**config.mk**
```make
export PLATFORM = sky130hd
export DESIGN_NAME = ttf_front
export DESIGN_NICKNAME = d
export VERILOG_FILES = /design/src/ttf_pkg.sv /design/src/ttf_front.sv
export SDC_FILE = /design/constraint.sdc
export NUM_CORES = 1
export LEC_CHECK = 0
export BUFFER_PORTS_ARGS = -buffer_cell sky130_fd_sc_hd__buf_2
export CAP_MARGIN = 20
export CORE_UTILIZATION = 60
export CTS_BUF_LIST = sky130_fd_sc_hd__clkbuf_8 sky130_fd_sc_hd__clkbuf_16
export DETAILED_ROUTE_END_ITERATION = 8
export GPL_TIMING_DRIVEN = 0
export HOLD_SLACK_MARGIN = 0.12
export PLACE_DENSITY = 0.83
export RECOVER_POWER = 100
export SKIP_CTS_REPAIR_TIMING = 1
export SYNTH_ARGS = -nofsm -noshare
export SYNTH_HDL_FRONTEND = slang
export SYNTH_SLANG_ARGS = --single-unit
```
**constraint.sdc**
```tcl
create_clock -name clk -period 23.1 [get_ports clk]
set_input_delay 3.465 -clock clk [delete_from_list [all_inputs] [get_ports clk]]
set_output_delay 3.465 -clock clk [all_outputs]
set_load 0.02 [all_outputs]
```
**src/ttf_pkg.sv**
```systemverilog
// ----------------------------------------------------------------------------
// ttf_pkg: shared types and constants for the triangle tangent frame unit
// Holds the triangle record passed from front to back and the back-end state type.
// ----------------------------------------------------------------------------
`default_nettype none
package ttf_pkg;
	localparam int unsigned COORD_WIDTH = 32;  // vertex coordinate width
	localparam int unsigned DW = COORD_WIDTH + 2;  // delta width (coord + 2; a delta needs at most coord + 1)
	localparam int unsigned PW = 2 * DW;  // exact difference of products, signed

	typedef struct packed {
		logic signed [DW-1:0] e1x, e1y, e1z, e2x, e2y, e2z;
		logic signed [DW-1:0] du1, dv1, du2, dv2;
	} tri_t;

	typedef enum logic [3:0] {
		ST_IDLE, ST_MUL, ST_SUM, ST_NORM_LEN, ST_NORM_SHIFT, ST_NORM_SQ,
		ST_SQRT, ST_DIV, ST_NEXT, ST_OUT
	} bst_t;
endpackage
`default_nettype wire

```
**src/ttf_front.sv**
```systemverilog
// ----------------------------------------------------------------------------
// ttf_front: vertex gathering
// Holds the first two vertices of a triangle and emits edge and UV deltas.
// ----------------------------------------------------------------------------
`default_nettype none
module ttf_front (
	input  wire logic                            clk,
	input  wire logic                            arst_n,
	input  wire logic                            in_valid,
	output logic                                 in_ready,
	input  wire logic [ttf_pkg::COORD_WIDTH-1:0] px, py, pz, tu, tv,
	output logic                                 q_valid,
	input  wire logic                            q_ready,
	output ttf_pkg::tri_t                        q_data
);
	logic [1:0] slot_q;
	logic signed [ttf_pkg::COORD_WIDTH-1:0] hx_q [2], hy_q [2], hz_q [2], hu_q [2], hv_q [2];
	logic full_q;
	ttf_pkg::tri_t tri_q;
	logic acc;

	function automatic logic signed [ttf_pkg::DW-1:0] dlt(
		input logic signed [ttf_pkg::COORD_WIDTH-1:0] a,
		input logic signed [ttf_pkg::COORD_WIDTH-1:0] b);
		logic signed [ttf_pkg::DW-1:0] ea, eb;
		begin
			ea = ttf_pkg::DW'(a);
			eb = ttf_pkg::DW'(b);
			dlt = ea - eb;
		end
	endfunction

	assign in_ready = !full_q || q_ready;
	assign acc = in_valid && in_ready;
	assign q_valid = full_q;
	assign q_data = tri_q;

	always_ff @(posedge clk or negedge arst_n) begin
		if (!arst_n) begin
			slot_q <= '0;
			full_q <= 1'b0;
		end else begin
			if (acc) begin
				if (slot_q < 2'd2) slot_q <= slot_q + 2'd1;
				else slot_q <= '0;
			end
			if (acc && slot_q >= 2'd2) full_q <= 1'b1;
			else if (q_ready) full_q <= 1'b0;
		end
	end

	always_ff @(posedge clk) begin
		if (acc) begin
			if (slot_q < 2'd2) begin
				hx_q[slot_q[0]] <= px; hy_q[slot_q[0]] <= py; hz_q[slot_q[0]] <= pz;
				hu_q[slot_q[0]] <= tu; hv_q[slot_q[0]] <= tv;
			end else begin
				tri_q.e1x <= dlt(hx_q[1], hx_q[0]);
				tri_q.e1y <= dlt(hy_q[1], hy_q[0]);
				tri_q.e1z <= dlt(hz_q[1], hz_q[0]);
				tri_q.e2x <= dlt(px, hx_q[0]);
				tri_q.e2y <= dlt(py, hy_q[0]);
				tri_q.e2z <= dlt(pz, hz_q[0]);
				tri_q.du1 <= dlt(hu_q[1], hu_q[0]);
				tri_q.dv1 <= dlt(hv_q[1], hv_q[0]);
				tri_q.du2 <= dlt(tu, hu_q[0]);
				tri_q.dv2 <= dlt(tv, hv_q[0]);
			end
		end
	end
endmodule
`default_nettype wire

```
==> summary.txt <==
Global route
  – Largest net degree at the start of global routing: between 100 and 150
  – Top Usage Layer GRT: met2
  – Global Route Usage Sum: about 28%
  – Grt total ovfl: 0
  – Initial antenna violation count: 21
  – Global Route met2 Usage: 45.8%
  – Vias in the first global route: about 25000
  – Met1 usage: between 30% and 40%
  – Met3 GRT Util: slightly below 7%
  – First-pass GRT wire length: approximately 140000 µm

Clock tree
  – Htree depth: 3
  – Clock Latency Late Sink: between 0.6 and 0.7 ns
  – Clk buf depth: 3
  – CTS Buf Count: 71
  – Root buf cell: clkbuf_16
  – Sink Count: approximately 650
  – TritonCTS clock tree: done
  – Clock-pin slew on the worst setup and hold paths: 0.06 ns

Synthesis
  – Post-synth top area cell: edfxtp_1
  – Synthesized instance count: about 3100
  – Number of flops mapped to enable cells by yosys: 650
  – Syn avg cell area: around 12 µm²
  – Cell Area, Synth: roughly 36000 µm²
  – Post-synth cell types: between 80 and 90
  – Top post-synthesis cells by area: edfxtp_1 54%, ha_1 11%, xnor2_1 4.6%, a21oi_1 3.5%, inv_1 2.8%
  – Ys flop type: edfxtp_1
  – Synth cell count leaders: 650 x edfxtp_1, 320 x ha_1, 273 x inv_1
  – Sequential area share after synthesis: a little over half
  – Ys async rst share: less than 1%
  – Share of the synthesized area in the top cell type: between 50 and 60%
  – Post-synth net total: between 3000 and 4000
  – Synth warn: 0
  – Count leader, synth: edfxtp_1
  – Synthesized flop and latch total: ~650

Routing
  – Remaining antenna violation count after routing: 0
  – DRC: 0
  – Wire per inst: around 20 µm
  – Total Routed Length: 89700 µm
  – Vias/cell: a little under 6
  – Vias: roughly 27000
  – DRT iter0 DRCs: 1799
  – Pre-Repair DR Iteration Count: 6

Setup path
  – Critical Path Start Type: primary input
  – R2r endpoint: q_data[2]
  – Worst EP arrival: between 10 and 15 ns
  – FF-to-FF setup slack: around 14 ns
  – Crit path from: q_ready
  – CP Class: in2reg
  – Beginning of the worst register-to-register path: q_valid
  – Crit path to: q_data[2]
  – CP Data Required Time: about 23 ns
  – CP Capture Type: flop
  – R2R depth: 5
  – CP max FO: 84

Placed design
  – DPL Wire Length: between 60000 and 70000 µm
  – IO buf count: ~500
  – Placer congestion estimate: about 0.92
  – DP Area: 40300 µm²

Worst hold path
  – Hold Path Class: reg2reg
  – Hold path cells: 1
  – Hold Path Origin: slot_q[0]

STA
  – Unrepaired setup endpoints after global routing: false
  – Hold Vio Cnt, Final: 0
  – Setup Skew: 0.0368 ns
  – F_max: between 80 and 90 MHz
  – Min Tclk post-route: 11.68 ns
  – Slew margin rel.: -317%
  – Setup Viol. Count Final: 0
  – Pins Over Slew Limit: ~340
  – Final worst path period share: 50.5%
  – Measured slew at the worst slew-check pin: approximately 6.3 ns

Finish
  – Register area: 19600 µm²
  – Area of the multi-input gates: between 15000 and 20000 µm²
  – Layout cells sized above 1: ~3.5%
  – Final Cell Area: 41500 µm²
  – Filler cells: between 4000 and 5000
  – Area growth syn-to-layout: 14.2%
  – Nets: 4212

Floorplanning
  – Core area: 59500 µm²
  – IO Pins: just over 500
  – Die width: around 250 µm
  – Die footprint: approximately 62000 µm²
  – Row cnt: 89
  – Initial Util: about three fifths
  – Die Ht: around 250 µm

Run status
  – Failing checks: max-capacitance violations, max-slew violations
  – Status: finished with violations

Job
  – Max-Cap Viols: 4

Power and ir drop
  – Power Density: 112 nW/µm²
  – Pwr Total: roughly 4.7 mW
  – Worst VDD drop: approximately 0.00012 V
  – Leakage: around 16 nW
-- registers in the layout, indices dropped and copies added, names as in the netlist --
name,flops
hu_q,64
hv_q,64
hx_q,64
hy_q,64
hz_q,64
q_data,330
q_valid,1
slot_q,2
-- metal layers --
| metal | wire length (µm) | share of wire, % |
|---|---|---|
| met5 | 161 | 0.18 |
| met2 | 41100 | 46 |
| met1 | 35900 | 40 |
| met4 | 4520 | 5.0 |
| met3 | 7990 | 8.9 |
-- power breakdown --
| part | internal (mW) | leakage, nW | switching, mW | total (mW) |
|---|---|---|---|---|
| logic | 0.632 | 9.21 | 1.16 | 1.79 |
| registers | 1.71 | 6.02 | 0.0667 | 1.77 |
| clock network | 0.628 | 1.13 | 0.461 | 1.09 |
| total | 2.97 | 16.4 | 1.68 | 4.65 |
-- cells in the final DEF (no fill, tap or decap), types with 10 or more instances in the layout --
cell	count
o21ai_0	154
a2111oi_0	10
ha_1	320
clkinv_1	19
and2_1	10
or2_2	12
nand4_1	33
or3_1	16
clkinv_2	10
nor2_1	184
clkbuf_1	577
a21oi_1	256
a211oi_1	19
nand2b_1	54
a21o_1	127
a21boi_0	18
edfxtp_1	650
fa_1	10
a31oi_1	36
o21a_1	57
and3_1	29
xnor2_1	189
diode_2	10
o211ai_1	29
nand2_1	156
nor2b_1	42
nand3_1	50
o21bai_1	24
inv_1	285
xor2_1	71
o31a_1	13
o31ai_1	16
nor3_1	41
o2111ai_1	10
clkbuf_16	73
-- cell families after synthesis --
family          Yosys count  synth area share (%)
compound gates          869                  15.7
xor+xnor                260                  6.27
fa+ha+maj               330                  11.6
buf+inv                 326                  3.48
flops                   653                  53.9
mux                       1                0.0276
simple gates            666                  9.00
-- metrics by stage --
step	TNS, ns	setup WS, ns	cells	utilization, %	hold WS, ns
2_1_floorplan	0	6.63	3105	-	0.465
3_3_place_gp	-38.93	-0.267	4383	67.0	0.478
3_5_place_dp	0	15.71	4418	67.7	0.519
4_1_cts	0	15.70	4543	71.4	0.534
5_1_grt	0	10.70	4551	69.7	0.525
6_report	0	11.42	4553	69.8	0.514
-- cell type report --
class                      count  share of cell area (%)
timing repair buffer         540                    4.90
clock buffer                  73                    4.40
inverter                     273                    2.47
clock inverter                52                   0.902
buffer                        53                   0.576
antenna                       10                  0.0603
sequential                   653                    47.2
multi-input combinational   2126                    37.1
tap                          773                    2.33
-- worst min-delay path by stage --
| stage | end |
|---|---|
| after floorplan | slot_q[0] |
| after global placement | slot_q[0] |
| after detailed placement | slot_q[0] |
| after CTS | slot_q[0] |
| after global routing | slot_q[0] |
| final | slot_q[0] |
-- worst max-delay path: stages --
cell,delay (ns)
buf_2,0.08
nand2b_1,0.17
nand3_1,0.13
clkinvlp_2,1.72
clkbuf_1,3.22
clkbuf_1,2.82
No activity file was read; power rests on OpenSTA's default activity.
